<file path="src/design/slc_pkg.sv">
// Shared types, codes and constants for the sound log command parser.
package slc_pkg;

   // Playback sample rate and the two fixed frame waits derived from it
   localparam int unsigned MixRate = 44100;
   localparam logic [15:0] Wait60Hz = 16'(MixRate / 60);
   localparam logic [15:0] Wait50Hz = 16'(MixRate / 50);

   // Command opcodes
   localparam logic [7:0] OpWait16  = 8'h61;
   localparam logic [7:0] OpWait60  = 8'h62;
   localparam logic [7:0] OpWait50  = 8'h63;
   localparam logic [7:0] OpEnd     = 8'h66;
   localparam logic [7:0] OpBlock   = 8'h67;
   localparam logic [7:0] OpReg0    = 8'h52;
   localparam logic [7:0] OpReg1    = 8'h53;
   localparam logic [7:0] OpReg2    = 8'h54;
   localparam logic [7:0] OpReg3    = 8'h55;
   localparam logic [7:0] OpReg4    = 8'hB0;
   localparam logic [7:0] OpReg5    = 8'hB3;
   localparam logic [7:0] OpReg6    = 8'hBF;
   localparam logic [3:0] OpWaitNib = 4'h7;

   // Data block types
   localparam logic [7:0] BlkPcm = 8'hC0;
   localparam logic [7:0] BlkRom = 8'h93;

   // Sound targets used by memory writes
   localparam logic [2:0] TgtPcm = 3'd4;
   localparam logic [2:0] TgtRom = 3'd6;

   // Config register indexes
   localparam logic CsrLoopOffset = 1'b0;
   localparam logic CsrLoopCount  = 1'b1;

   typedef enum logic [2:0] {
      EV_REG   = 3'd0,
      EV_MEM   = 3'd1,
      EV_WAIT  = 3'd2,
      EV_SEEK  = 3'd3,
      EV_DONE  = 3'd4,
      EV_ERROR = 3'd5
   } ev_kind_type;

   typedef enum logic [3:0] {
      PH_OPCODE,
      PH_REG_ADDR,
      PH_REG_DATA,
      PH_WAIT_LO,
      PH_WAIT_HI,
      PH_BLK_MARK,
      PH_BLK_TYPE,
      PH_BLK_SIZE,
      PH_PCM_ADDR0,
      PH_PCM_ADDR1,
      PH_ROM_SIZE,
      PH_ROM_ADDR,
      PH_PAYLOAD,
      PH_SKIP
   } phase_type;

   typedef struct packed {
      ev_kind_type kind;
      logic [2:0]  target;
      logic [31:0] address;
      logic [7:0]  data;
      logic [15:0] wait_samples;
   } event_type;

   // Register write opcode to sound target
   function automatic logic [2:0] reg_target(input logic [7:0] op);
      logic [2:0] tgt;
      case (op)
         OpReg0:  tgt = 3'd0;
         OpReg1:  tgt = 3'd1;
         OpReg2:  tgt = 3'd2;
         OpReg3:  tgt = 3'd3;
         OpReg4:  tgt = 3'd4;
         OpReg5:  tgt = 3'd5;
         default: tgt = 3'd6;
      endcase
      return tgt;
   endfunction

endpackage

</file>
<file path="src/design/slc_parser.sv">
// Byte-at-a-time command decoder: parser state registers and event generation.
module slc_parser (
   input  logic                clock,
   input  logic                reset,
   input  logic                csr_we,
   input  logic                csr_index,
   input  logic [31:0]         csr_wdata,
   input  logic                byte_valid,
   input  logic [7:0]          stream_byte,
   output logic                ev_valid,
   output slc_pkg::event_type  ev
);
   import slc_pkg::*;

   phase_type   phase_ff, phase_in;
   logic [1:0]  sub_ff, sub_in;
   logic [7:0]  opcode_ff, opcode_in;
   logic [7:0]  held_ff, held_in;
   logic [7:0]  blk_type_ff, blk_type_in;
   logic [31:0] bytes_left_ff, bytes_left_in;
   logic [31:0] mem_addr_ff, mem_addr_in;
   logic [7:0]  loops_left_ff, loops_left_in;
   logic [31:0] resume_offset_ff, resume_offset_in;
   logic        finished_ff, finished_in;

   logic [31:0] byte_lane;
   logic [31:0] size_new;
   logic [31:0] rom_addr_new;

   // Current byte placed into the lane chosen by the sub counter
   assign byte_lane    = {24'b0, stream_byte} << {sub_ff, 3'b000};
   assign size_new     = bytes_left_ff | byte_lane;
   assign rom_addr_new = mem_addr_ff | byte_lane;

   // Next state and event
   always_comb begin
      phase_in         = phase_ff;
      sub_in           = sub_ff;
      opcode_in        = opcode_ff;
      held_in          = held_ff;
      blk_type_in      = blk_type_ff;
      bytes_left_in    = bytes_left_ff;
      mem_addr_in      = mem_addr_ff;
      loops_left_in    = loops_left_ff;
      resume_offset_in = resume_offset_ff;
      finished_in      = finished_ff;
      ev_valid         = 1'b0;
      ev               = '0;

      if (csr_we) begin
         if (csr_index == CsrLoopOffset) begin
            resume_offset_in = csr_wdata;
         end else begin
            loops_left_in = csr_wdata[7:0];
         end
      end else if (byte_valid && !finished_ff) begin
         case (phase_ff)
            PH_OPCODE: begin
               opcode_in = stream_byte;
               case (stream_byte)
                  OpReg0, OpReg1, OpReg2, OpReg3, OpReg4, OpReg5, OpReg6: begin
                     phase_in = PH_REG_ADDR;
                  end
                  OpBlock: begin
                     phase_in = PH_BLK_MARK;
                  end
                  OpWait16: begin
                     phase_in = PH_WAIT_LO;
                  end
                  OpWait60: begin
                     ev_valid        = 1'b1;
                     ev.kind         = EV_WAIT;
                     ev.wait_samples = Wait60Hz;
                  end
                  OpWait50: begin
                     ev_valid        = 1'b1;
                     ev.kind         = EV_WAIT;
                     ev.wait_samples = Wait50Hz;
                  end
                  OpEnd: begin
                     ev_valid = 1'b1;
                     if (resume_offset_ff != 32'd0 && loops_left_ff > 8'd1) begin
                        loops_left_in = loops_left_ff - 8'd1;
                        ev.kind       = EV_SEEK;
                        ev.address    = resume_offset_ff;
                     end else begin
                        finished_in = 1'b1;
                        ev.kind     = EV_DONE;
                     end
                  end
                  default: begin
                     ev_valid = 1'b1;
                     if (stream_byte[7:4] == OpWaitNib) begin
                        ev.kind         = EV_WAIT;
                        ev.wait_samples = {12'b0, stream_byte[3:0]} + 16'd1;
                     end else begin
                        // unknown opcode stops the parser
                        finished_in = 1'b1;
                        ev.kind     = EV_ERROR;
                        ev.data     = stream_byte;
                     end
                  end
               endcase
            end
            PH_REG_ADDR: begin
               held_in  = stream_byte;
               phase_in = PH_REG_DATA;
            end
            PH_REG_DATA: begin
               phase_in   = PH_OPCODE;
               ev_valid   = 1'b1;
               ev.kind    = EV_REG;
               ev.target  = reg_target(opcode_ff);
               ev.address = {24'b0, held_ff};
               ev.data    = stream_byte;
            end
            PH_WAIT_LO: begin
               held_in  = stream_byte;
               phase_in = PH_WAIT_HI;
            end
            PH_WAIT_HI: begin
               phase_in        = PH_OPCODE;
               ev_valid        = 1'b1;
               ev.kind         = EV_WAIT;
               ev.wait_samples = {stream_byte, held_ff};
            end
            PH_BLK_MARK: begin
               // marker byte is consumed unchecked
               phase_in = PH_BLK_TYPE;
            end
            PH_BLK_TYPE: begin
               blk_type_in   = stream_byte;
               bytes_left_in = '0;
               sub_in        = 2'd0;
               phase_in      = PH_BLK_SIZE;
            end
            PH_BLK_SIZE: begin
               bytes_left_in = size_new;
               sub_in        = sub_ff + 2'd1;
               if (sub_ff == 2'd3) begin
                  mem_addr_in = '0;
                  if (blk_type_ff == BlkPcm) begin
                     phase_in = PH_PCM_ADDR0;
                  end else if (blk_type_ff == BlkRom) begin
                     phase_in = PH_ROM_SIZE;
                  end else begin
                     phase_in = (size_new == 32'd0) ? PH_OPCODE : PH_SKIP;
                  end
               end
            end
            PH_PCM_ADDR0: begin
               mem_addr_in = {24'b0, stream_byte};
               phase_in    = PH_PCM_ADDR1;
            end
            PH_PCM_ADDR1: begin
               mem_addr_in = {16'b0, stream_byte, mem_addr_ff[7:0]};
               if (bytes_left_ff > 32'd2) begin
                  bytes_left_in = bytes_left_ff - 32'd2;
                  phase_in      = PH_PAYLOAD;
               end else begin
                  bytes_left_in = '0;
                  phase_in      = PH_OPCODE;
               end
            end
            PH_ROM_SIZE: begin
               // rom size field is read and dropped
               sub_in = sub_ff + 2'd1;
               if (sub_ff == 2'd3) begin
                  phase_in = PH_ROM_ADDR;
               end
            end
            PH_ROM_ADDR: begin
               mem_addr_in = rom_addr_new;
               sub_in      = sub_ff + 2'd1;
               if (sub_ff == 2'd3) begin
                  if (bytes_left_ff > 32'd8) begin
                     bytes_left_in = bytes_left_ff - 32'd8;
                     phase_in      = PH_PAYLOAD;
                  end else begin
                     bytes_left_in = '0;
                     phase_in      = PH_OPCODE;
                  end
               end
            end
            PH_PAYLOAD: begin
               ev_valid   = 1'b1;
               ev.kind    = EV_MEM;
               ev.address = mem_addr_ff;
               ev.data    = stream_byte;
               if (blk_type_ff == BlkPcm) begin
                  // pcm address wraps at 16 bits
                  ev.target   = TgtPcm;
                  mem_addr_in = {16'b0, mem_addr_ff[15:0] + 16'd1};
               end else begin
                  ev.target   = TgtRom;
                  mem_addr_in = mem_addr_ff + 32'd1;
               end
               bytes_left_in = bytes_left_ff - 32'd1;
               if (bytes_left_ff == 32'd1) begin
                  phase_in = PH_OPCODE;
               end
            end
            PH_SKIP: begin
               bytes_left_in = bytes_left_ff - 32'd1;
               if (bytes_left_ff == 32'd1) begin
                  phase_in = PH_OPCODE;
               end
            end
            default: begin
               phase_in = PH_OPCODE;
            end
         endcase
      end
   end

   // State registers
   always_ff @(posedge clock) begin
      if (reset) begin
         phase_ff         <= PH_OPCODE;
         sub_ff           <= 2'd0;
         opcode_ff        <= '0;
         held_ff          <= '0;
         blk_type_ff      <= '0;
         bytes_left_ff    <= '0;
         mem_addr_ff      <= '0;
         loops_left_ff    <= '0;
         resume_offset_ff <= '0;
         finished_ff      <= 1'b0;
      end else begin
         phase_ff         <= phase_in;
         sub_ff           <= sub_in;
         opcode_ff        <= opcode_in;
         held_ff          <= held_in;
         blk_type_ff      <= blk_type_in;
         bytes_left_ff    <= bytes_left_in;
         mem_addr_ff      <= mem_addr_in;
         loops_left_ff    <= loops_left_in;
         resume_offset_ff <= resume_offset_in;
         finished_ff      <= finished_in;
      end
   end

   // Once stopped, the parser stays stopped until reset
   a_finished_sticky: assert property (@(posedge clock) disable iff (reset)
      finished_ff |=> finished_ff)
      else $error("parser left the finished state without reset");

   // No event is produced after done or error
   a_no_event_when_finished: assert property (@(posedge clock) disable iff (reset)
      finished_ff |-> !ev_valid)
      else $error("event produced after parser finished");

   // Payload and skip phases always have bytes remaining
   a_payload_count: assert property (@(posedge clock) disable iff (reset)
      (phase_ff == PH_PAYLOAD || phase_ff == PH_SKIP) |-> bytes_left_ff != 32'd0)
      else $error("block phase with zero bytes left");

   // Events come only from an accepted byte
   a_event_needs_byte: assert property (@(posedge clock) disable iff (reset)
      ev_valid |-> byte_valid)
      else $error("event without an accepted byte");

endmodule

</file>
<file path="src/design/slc_out_buf.sv">
// Two-entry result buffer between the parser and the response channel.
module slc_out_buf (
   input  logic                clock,
   input  logic                reset,
   input  logic                push,
   input  slc_pkg::event_type  push_ev,
   output logic                not_full,
   output logic                out_valid,
   input  logic                out_ready,
   output slc_pkg::event_type  out_ev
);
   import slc_pkg::*;

   event_type  entry_ff [2];
   logic       wr_ptr_ff, wr_ptr_in;
   logic       rd_ptr_ff, rd_ptr_in;
   logic [1:0] count_ff, count_in;
   logic       pop;

   assign out_valid = (count_ff != 2'd0);
   assign not_full  = (count_ff != 2'd2);
   assign out_ev    = entry_ff[rd_ptr_ff];
   assign pop       = out_valid && out_ready;

   // Pointer and fill count update
   always_comb begin
      wr_ptr_in = push ? ~wr_ptr_ff : wr_ptr_ff;
      rd_ptr_in = pop ? ~rd_ptr_ff : rd_ptr_ff;
      count_in  = count_ff;
      if (push && !pop) begin
         count_in = count_ff + 2'd1;
      end else if (pop && !push) begin
         count_in = count_ff - 2'd1;
      end
   end

   always_ff @(posedge clock) begin
      if (reset) begin
         wr_ptr_ff <= 1'b0;
         rd_ptr_ff <= 1'b0;
         count_ff  <= 2'd0;
      end else begin
         wr_ptr_ff <= wr_ptr_in;
         rd_ptr_ff <= rd_ptr_in;
         count_ff  <= count_in;
      end
   end

   // Result storage, no reset needed
   always_ff @(posedge clock) begin
      if (push) begin
         entry_ff[wr_ptr_ff] <= push_ev;
      end
   end

   // Never written while full
   a_no_overflow: assert property (@(posedge clock) disable iff (reset)
      push |-> not_full)
      else $error("result buffer overflow");

   // Fill count stays within the two entries
   a_count_range: assert property (@(posedge clock) disable iff (reset)
      count_ff != 2'd3)
      else $error("result buffer count out of range");

   // Pointers differ exactly when one entry is held
   a_ptr_count: assert property (@(posedge clock) disable iff (reset)
      (count_ff == 2'd1) == (wr_ptr_ff != rd_ptr_ff))
      else $error("result buffer pointers disagree with count");

endmodule

</file>
<file path="src/design/sound_log_command_parser.sv">
// Top level of the sound log command parser.
//
// Usage: command stream bytes enter on the req_ channel in file order, one
// transaction per byte. Each byte yields zero or one event on the rsp_
// channel: register write, memory write, wait, seek to loop, done or error.
// Events leave in byte order through a two-entry result buffer.
// An event enters the result buffer at its byte's transaction and shows on
// rsp_ once the events ahead of it have left. Throughput: one byte per cycle
// while req_ready is high; parser state is registered at each accepted byte.
// req_ready depends only on the buffer fill level; it drops when both buffer
// entries hold events, so a stalled receiver holds the stream back after two
// pending events. Bytes that produce no event still need a free entry.
// csr_ writes load the resume offset (index 0) and the play count (index 1);
// writing the play count reloads the remaining loop counter. Write them only
// when idle.
// Reset (synchronous, active high) returns the parser to opcode decode,
// clears both config registers and empties the result buffer. After a done
// or error event all further bytes are accepted and dropped until reset.
module sound_log_command_parser (
   input  logic        clock,
   input  logic        reset,
   input  logic        csr_we,
   input  logic        csr_index,
   input  logic [31:0] csr_wdata,
   input  logic        req_valid,
   output logic        req_ready,
   input  logic [7:0]  req_stream_byte,
   output logic        rsp_valid,
   input  logic        rsp_ready,
   output logic [2:0]  rsp_event_kind,
   output logic [2:0]  rsp_target,
   output logic [31:0] rsp_address,
   output logic [7:0]  rsp_data,
   output logic [15:0] rsp_wait_samples
);
   import slc_pkg::*;

   logic      req_accept;
   logic      buf_not_full;
   logic      ev_valid;
   event_type ev;
   event_type out_ev;

   assign req_ready  = buf_not_full;
   assign req_accept = req_valid && req_ready;

   slc_parser u_parser (
      .clock       (clock),
      .reset       (reset),
      .csr_we      (csr_we),
      .csr_index   (csr_index),
      .csr_wdata   (csr_wdata),
      .byte_valid  (req_accept),
      .stream_byte (req_stream_byte),
      .ev_valid    (ev_valid),
      .ev          (ev)
   );

   slc_out_buf u_out_buf (
      .clock     (clock),
      .reset     (reset),
      .push      (ev_valid),
      .push_ev   (ev),
      .not_full  (buf_not_full),
      .out_valid (rsp_valid),
      .out_ready (rsp_ready),
      .out_ev    (out_ev)
   );

   // Response fields
   assign rsp_event_kind   = out_ev.kind;
   assign rsp_target       = out_ev.target;
   assign rsp_address      = out_ev.address;
   assign rsp_data         = out_ev.data;
   assign rsp_wait_samples = out_ev.wait_samples;

endmodule

</file>
<file path="config.mk">
export PLATFORM = sky130hd
export DESIGN_NAME = sound_log_command_parser
export DESIGN_NICKNAME = d
export VERILOG_FILES = /design/src/design/slc_pkg.sv /design/src/design/slc_parser.sv /design/src/design/slc_out_buf.sv /design/src/design/sound_log_command_parser.sv
export SDC_FILE = /design/constraint.sdc
export NUM_CORES = 1
export LEC_CHECK = 0
export BUFFER_PORTS_ARGS = -buffer_cell sky130_fd_sc_hd__buf_2
export CAP_MARGIN = 20
export CORE_MARGIN = 2
export CORE_UTILIZATION = 40
export DETAILED_ROUTE_END_ITERATION = 10
export PLACE_DENSITY = 0.63
export SLEW_MARGIN = 15
export SYNTH_ARGS = -nofsm -noshare
export SYNTH_HDL_FRONTEND = slang
export SYNTH_SLANG_ARGS = --single-unit
export TNS_END_PERCENT = 50
</file>
<file path="constraint.sdc">
create_clock -name clock -period 7 [get_ports clock]
set_clock_uncertainty 0.2 [all_clocks]
set_input_delay 0.35 -clock clock [delete_from_list [all_inputs] [get_ports clock]]
set_output_delay 0.35 -clock clock [all_outputs]
set_load 0.03 [all_outputs]
</file>
==> results of run 1 <==
## cells in the mapped netlist (6+ instances only)
cell type | n | area (um2)
a211oi_1 | 16 | 120
a21oi_1 | 157 | 786
a221oi_1 | 12 | 105
a222oi_1 | 11 | 110
a22o_1 | 9 | 78.8
a22oi_1 | 42 | 315
a31oi_1 | 20 | 125
a32oi_1 | 8 | 70.1
and2_1 | 25 | 156
and3_1 | 12 | 75.1
and4_1 | 6 | 52.6
buf_1 | 9 | 33.8
buf_2 | 19 | 95.1
clkbuf_1 | 100 | 375
dfxtp_1 | 140 | 2800
edfxtp_1 | 124 | 3720
ha_1 | 17 | 213
inv_1 | 32 | 120
mux2_2 | 65 | 732
mux2i_1 | 21 | 210
nand2_1 | 184 | 691
nand2b_1 | 14 | 87.6
nand3_1 | 44 | 220
nand4_1 | 22 | 138
nor2_1 | 187 | 702
nor2b_1 | 12 | 75.1
nor3_1 | 45 | 225
nor4_1 | 29 | 181
nor4_2 | 6 | 75.1
o211ai_1 | 15 | 113
o21ai_0 | 87 | 435
o22ai_1 | 16 | 100
o311ai_0 | 6 | 52.6
o31ai_1 | 11 | 82.6
o32ai_1 | 8 | 70.1
or2_2 | 9 | 56.3
or3_1 | 11 | 68.8
or4_1 | 6 | 45.0
xnor2_1 | 6 | 52.6
xor2_1 | 8 | 70.1
## cell usage in the layout, fill, tap and decap left out, types with 43 or more instances in the layout
cell type,count
a21oi_1,157
buf_2,109
dfxtp_1,139
dlygate4sd3_1,43
edfxtp_1,124
mux2_2,65
nand2_1,184
nand3_1,44
nor2_1,182
nor3_1,44
o21ai_0,87
## cell type report
class | instances | area [um2] | area share (%)
Clock buffer | 43 | 872 | 5.17
Clock inverter | 13 | 134 | 0.794
Inverter | 32 | 120 | 0.712
Multi-Input combinational cell | 1231 | 7460 | 44.2
Sequential cell | 264 | 6530 | 38.7
Tap cell | 461 | 577 | 3.42
Timing Repair Buffer | 179 | 1180 | 7.01
## flip-flops by register name, indices dropped and copies added, names as in the netlist, named ones only
register,count
u_parser.opcode_ff,8
u_parser.phase_ff,4
u_parser.loops_left_ff,8
u_parser.bytes_left_ff,32
u_parser.held_ff,8
u_out_buf.wr_ptr_ff,1
u_out_buf.rd_ptr_ff,1
u_parser.finished_ff,1
u_parser.mem_addr_ff,32
u_out_buf.entry_ff,124
u_parser.blk_type_ff,8
u_out_buf.count_ff,2
u_parser.resume_offset_ff,32
u_parser.sub_ff,2
## timing repair
action                    in CTS  in global routing
gates resized for setup        0                  0
hold buffers                  43                  0
setup buffers                  0                  0
hold endpoints to repair      36                  0
## cells by family (layout without fill, tap and decap cells)
kind of cell,count (synthesis),in the layout,share of synthesized area (%)
buf+inv,163,267,4.47
simple gates,640,640,21.1
compound gates,474,474,21.0
xor+xnor,14,14,0.840
flops,264,264,44.7
fa+ha+maj,17,17,1.46
mux,86,86,6.45
## worst paths after layout
check                                                  startpoint                                      end  slack, ns
worst max-delay path            u_parser.phase_ff[0]$_SDFFE_PP0P_  u_parser.bytes_left_ff[14]$_SDFFE_PP0P_       2.30
worst min-delay path                           req_stream_byte[1]       u_parser.opcode_ff[1]$_SDFFE_PP0P_       0.08
worst max register to register  u_parser.phase_ff[0]$_SDFFE_PP0P_  u_parser.bytes_left_ff[14]$_SDFFE_PP0P_       2.30
worst min register to register  u_parser.finished_ff$_SDFFE_PP0P_        u_parser.finished_ff$_SDFFE_PP0P_       0.25
## power groups by stage
stage,Sequential (W),Clock (W),Combinational (W)
after floorplan,0.00179,0,0.000715
after global placement,0.00180,0,0.000979
after detailed placement,0.00181,0,0.000985
after CTS,0.00178,0.00163,0.00101
after global routing,0.00179,0.00169,0.00107
final,0.00178,0.00160,0.000999
## worst min-delay path, stage by stage
cell and delay [ns]:
buf_2 0.26, nand2_1 0.12, a21oi_1 0.06
## metal layers
layer | routed length, um | share of wire (%)
met1 | 21800 | 43
met2 | 22400 | 45
met3 | 4530 | 9.0
met4 | 1450 | 2.9
met5 | 0 | 0
## stage by stage
step | setup slack (ns) | instances
6_report | 2.30 | 2223
5_1_grt | 2.02 | 2223
4_1_cts | 2.52 | 2223
3_5_place_dp | 2.54 | 2124
3_3_place_gp | 2.73 | 2122
2_1_floorplan | 1.86 | 1658
==> results.md, run 1 <==
* Status: finished clean
* GRT met2 Usage at roughly two fifths
* Worst EP arrival at 4.97 ns
* Crit. path cell count at 6
* Peak VDD IR at 0.184 mV
* Worst min path class: input pin to flip-flop
* Syn Inst Count at 1658
* DRC Markers at 0
* Met1 usage at 36.7%
* Finished Cell Area at 0.0169 mm2
* Total wire length at 50200 um
* DRT Pass-1 Iters at 6
* Initial core utilization at 40.8%
* Routed vias at ~14000
* Clock Path Buffers at 3
* Final Max Tran Viols at 0
* Fmax at 213 MHz
* Hold path depth at 3
* Placed cell area at between 0.015 and 0.02 mm2
* Grt ovf at 0
* Area Overhead vs Synth at 15.6%
* Layout cells sized above 1 at 15.8%
* Core area at roughly 0.036 mm2
* Drt via density at between 6 and 7
* Final Cycle Share at 67.1%
* Vias in the first global route at 13100
* Max-Cap Viols at 0
* Sequential fraction of the synthesis area at between 40% and 50%
* R2R cell count at 6
* Num rows at 69
* Worst endpoint required time at 7.27 ns
* Grt met3 use at under 10%
* Sw Pwr at about 0.0014 W
* Worst setup EP type: flip-flop
* DR WL/cell at roughly 23 um
* Clk root buf: clkbuf_16
* Slew @ Worst Pin at ~1.1 ns
* Fin crit period at ~4.7 ns
* Seq pwr share at 40.6%
* Port Buffers at 109
* Clock share of power at 36.6%
* EDFF count, synth at 124
* Number of routed nets with antenna violations at 0
* Hold Fails Final Rpt at 0
* Post-synth top flop: dfxtp_1
* Die extent in x at 195 um
* PD cells at 259 mW/mm2
* Initial DRC count at 1520
* Diode count at 0
* Clk sink count at ~260
* Setup TNS at 0 ns
* Setup crit start kind: flip-flop
* CP peak stage delay at 1.08 ns
* Gr usage total at 26.0%
* Top delay family on crit path: simple AND/OR/NAND/NOR gates
* Comb pwr share at 22.8%
* Antenna violations before repair at 0
* Asr flop ratio synth at 0%
* Mapped Nets at 1721
* Setup violations, final at 0
* RSZ-0062 raised after global routing: no
* CP max FO at 21
* FF+latch count, synth at 264
* Dpl hpwl at 33600 um
* Worst-path cell with the longest stage delay: a41oi_1
* Filler cell count at 3444
* # IOs at 110
* Fin util at a little under half
* Crit Path Category: flip-flop to flip-flop
* GP Congestion at roughly 0.98
* Mapped Area at 0.0146 mm2
* Largest net degree at the start of global routing at 74
* Sw Share at 31.4%
* Die Span Y at 195 um
* Inserted Clock Buffers at 30
* H-tree lvl count at 1
* Crit path cell chain: nand3_1 > a41oi_1 > nand2_1 > o221ai_1 > a221oi_1 > nor4_1
* Most used routing layer in global routing: met2
* Clock Latency Late Sink at ~0.57 ns
* # nets final at ~1800
* Synth Warn # at 0
* Static Leak at 6.04 nW
* Clock slew at reported path FFs at ~0.07 ns
* Avg Cell Area, Syn at 8.80 um2
* Final total power at 0.00438 W
* First-pass GRT wire length at 78000 um
* Hold slack at 0.0806 ns
* Buffers & Inverters on Critical Path at 0
* Internal Pwr Total at 0.00300 W
* Max-slew headroom at between 20% and 30%
* Die area at 0.0380 mm2
* CTS tree: yes
* Synth cell types at 79
No activity file was read; power rests on OpenSTA's default activity.
==> inputs of run 2 (changes only) <==
ABC_AREA = 1   (was not set)
clock period = 4.4 ns   (was 7 ns; I/O delays follow)
==> results.md, run 2 <==
* Status: finished clean
* CP peak stage delay at 0.55 ns (-0.53 ns)
* Gr usage total at 25.7% (-0.26 points)
* Leading cell types in the layout, fill and taps excluded: nand2_1, nor2_1, inv_1, a21oi_1, nand3_1
* Internal Pwr Total at 0.00468 W (+56%)
* # nets final at 2432 (+35%)
* Vias in the first global route at 14700 (+13%)
* Max-slew headroom at 29.2% (+0.60 points)
* Post-Route M1 WL at 24300 um (+12%)
* Clk root buf: clkbuf_16
* Finished Cell Area at 0.0186 mm2 (+11%)
* Layout cells sized above 1 at 13.9% (-1.9 points)
* Clock slew at reported path FFs at 0.07 ns (about the same)
* Asr flop ratio synth at 0% (unchanged)
* Number of routed nets with antenna violations at 0 (unchanged)
* Setup violations, final at 0 (unchanged)
* Area of the multi-input gates at 0.00850 mm2 (+14%)
* Sw Share at 29.5% (-1.9 points)
* Die extent in x at 205 um (+5.3%)
* Clock Latency Late Sink at 0.61 ns (+0.04 ns)
* Post-CTS Setup Repair Bufs at 0 (unchanged)
* DRT Pass-1 Iters at 5 (-1)
* Worst-path cell with the longest stage delay: dlygate4sd3_1
* Leading area contributor after synthesis: edfxtp_1
* # IOs at 110 (unchanged)
* Largest net degree at the start of global routing at 87 (+18%)
* Top Layer Used: met4
* Clock share of power at 40.9% (+4.3 points)
* Peak VDD IR at 0.311 mV (+69%)
* Initial DRC count at 1565 (+3.0%)
* Worst min path class: input pin to flip-flop
* Worst EP arrival at 3.59 ns (-1.38 ns)
* Met2 wire length at 24900 um (+11%)
* Max FFs per register at 124 (unchanged)
* Synth Warn # at 0 (unchanged)
* Cts hold-fix bufs at 45 (+4.7%)
* Crit Path Category: flip-flop to flip-flop
* GP Congestion at 0.986 (+0.24%)
* Avg Cell Area, Syn at 7.18 um2 (-18%)
* Post-synth top flop: dfxtp_1
* Placed cell area at 0.0171 mm2 (+11%)
* H-tree lvl count at 1 (unchanged)
* First-pass GRT wire length at 84800 um (+8.7%)
* R2r startpoint: u_parser.phase_ff[0]$_SDFFE_PP0P_
* Port Buffers at 109 (unchanged)
* Inserted Clock Buffers at 31 (+3.3%)
* Mapped Nets at 2322 (+35%)
* Post-CTS sizing at 0 (unchanged)
* DR WL/cell at 18.9 um (-16%)
* Total wire length at 55200 um (+10%)
* Num rows at 73 (+5.8%)
* Mapped Area at 0.0162 mm2 (+11%)
* CTS tree: yes
* Syn Inst Count at 2259 (+36%)
* Final total power at 0.00663 W (+52%)
* DRC Markers at 0 (unchanged)
* Slew @ Worst Pin at 1.06 ns (+0.00497 ns)
* Top-area cell type share of the netlist area at 23.0% (-2.6 points)
* R2R cell count at 12 (+6)
* Sw Pwr at 0.00196 W (+42%)
* PD cells at 356 mW/mm2 (+37%)
* Grt ovf at 0 (unchanged)
* Max-Cap Viols at 0 (unchanged)
* Die Span Y at 205 um (+5.3%)
* Beginning of the worst hold path: req_stream_byte[0]
* DP Worst Slack at 1.25 ns (-1.30 ns)
* Fin crit period at 3.32 ns (-1.38 ns)
* FF+latch count, synth at 264 (unchanged)
* Setup crit start kind: flip-flop
* Buffers & Inverters on Critical Path at 5 (+5)
* Core area at 0.0399 mm2 (+12%)
* Most common cell in the netlist: nand2_1
* Static Leak at 7.81 nW (+29%)
* Storage element area at 0.00653 mm2 (unchanged)
* Initial core utilization at 40.6% (-0.21 points)
* Clock Path Buffers at 3 (unchanged)
* EDFF count, synth at 124 (unchanged)
* Hold Fails Final Rpt at 0 (unchanged)
* Dpl hpwl at 39400 um (+17%)
* Worst endpoint required time at 4.67 ns (-2.60 ns)
* Antenna violations before repair at 0 (unchanged)
* Drt via density at 5.49 (-12%)
* Crit. path cell count at 12 (+6)
* Seq pwr share at 42.1% (+1.5 points)
* Final Cycle Share at 75.5% (+8.3 points)
* Diode count at 0 (unchanged)
* Worst setup EP type: flip-flop
* Top post-synthesis cells by area: edfxtp_1, dfxtp_1, nand2_1, nor2_1, a21oi_1
* Die area at 0.0422 mm2 (+11%)
* Final Max Tran Viols at 0 (unchanged)
* Post-synth top cells: nand2_1, nor2_1, inv_1, a21oi_1, nand3_1
* Clk sink count at 264 (unchanged)
* Synth cell types at 53 (-33%)
* Routed vias at 16000 (+16%)
* RSZ-0062 raised after global routing: no
* Fmax at 301 MHz (+42%)
* Area Overhead vs Synth at 15.0%
* Hold path depth at 3 (unchanged)
* Final WS setup at 1.08 ns (-1.22 ns)
* Filler cell count at 3993 (+16%)
* Top delay family on crit path: simple AND/OR/NAND/NOR gates
* DR WL met3 at 4060 um (-10%)
* Comb pwr share at 17.0% (-5.8 points)
* Crit path cell chain: nor2_1 > inv_2 > nor2_2 > inv_2 > nor2_2 > buf_4 > nand4_1 > nand2_2 > inv_2 > nor2_1 > nor2_1 > dlygate4sd3_1
* Most common cell after layout, fill and taps aside: nand2_1
* Worst Setup SP: u_parser.phase_ff[0]$_SDFFE_PP0P_
* Sequential fraction of the synthesis area at 40.2% (-4.5 points)
* Biggest register: u_out_buf.entry_ff
* CP max FO at 14 (-33%)
-- run 2: worst register-to-register path, cell delays in order (launching register included) --
cell	delay (ns)
dfxtp_1	0.41
nor2_1	0.21
inv_2	0.09
nor2_2	0.50
inv_2	0.19
nor2_2	0.14
buf_4	0.20
nand4_1	0.19
nand2_2	0.23
inv_2	0.12
nor2_1	0.12
nor2_1	0.06
dlygate4sd3_1	0.55
-- run 2: kinds of logic (layout without fill, tap and decap cells) --
| logic type | Yosys count | after routing | share of synthesized area [%] |
|---|---|---|---|
| AO/OA/AOI/OAI | 371 | 371 | 12.3 |
| XOR/XNOR | 31 | 31 | 1.67 |
| adder cells (fa/ha/maj) | 17 | 17 | 1.31 |
| buffers and inverters | 292 | 427 | 7.46 |
| flip-flops | 264 | 264 | 40.2 |
| multiplexers | 63 | 63 | 4.37 |
| AND/OR/NAND/NOR | 1221 | 1221 | 32.6 |
-- run 2: metrics by stage --
step	std cells	TNS (ns)	utilization [%]	hold slack, ns
after floorplan	2259	-32.58	-	0.155
after global placement	2815	0	42.8	0.242
after detailed placement	2815	0	42.8	0.249
after CTS	2918	0	46.7	0.0105
after global routing	2919	0	46.7	0.0379
final	2919	0	46.7	0.0346
-- run 2: worst paths after layout --
| kind | endpoint | slack (ns) |
|---|---|---|
| max | u_parser.loops_left_ff[1]$_SDFFE_PP0P_ | 1.08 |
| max reg2reg | u_parser.loops_left_ff[1]$_SDFFE_PP0P_ | 1.08 |
| min | u_parser.blk_type_ff[0]$_SDFFE_PP0P_ | 0.03 |
| min reg2reg | u_parser.finished_ff$_SDFFE_PP0P_ | 0.26 |
-- run 2: power by group through the flow --
| stage | clock (W) | combinational (W) | sequential [W] |
|---|---|---|---|
| after detailed placement | 0 | 0.00109 | 0.00284 |
| after global routing | 0.00284 | 0.00121 | 0.00281 |
| final | 0.00271 | 0.00113 | 0.00279 |
| after floorplan | 0 | 0.000800 | 0.00279 |
| after global placement | 0 | 0.00108 | 0.00284 |
| after CTS | 0.00276 | 0.00113 | 0.00279 |
-- run 2: per-layer routing --
metal	vias up	global-route usage, %
li1	7767	-
met1	7482	35.3
met2	660	41.6
met3	120	3.18
met4	0	9.10
met5	-	0
-- run 2: area by class of cell --
| class | instances | share of cell area, % |
|---|---|---|
| clock buffer | 39 | 4.65 |
| clock inverter | 19 | 1.14 |
| inverter | 198 | 3.99 |
| multi-input combinational | 1703 | 45.6 |
| sequential | 264 | 35.0 |
| tap | 525 | 3.52 |
| timing repair buffer | 171 | 6.13 |
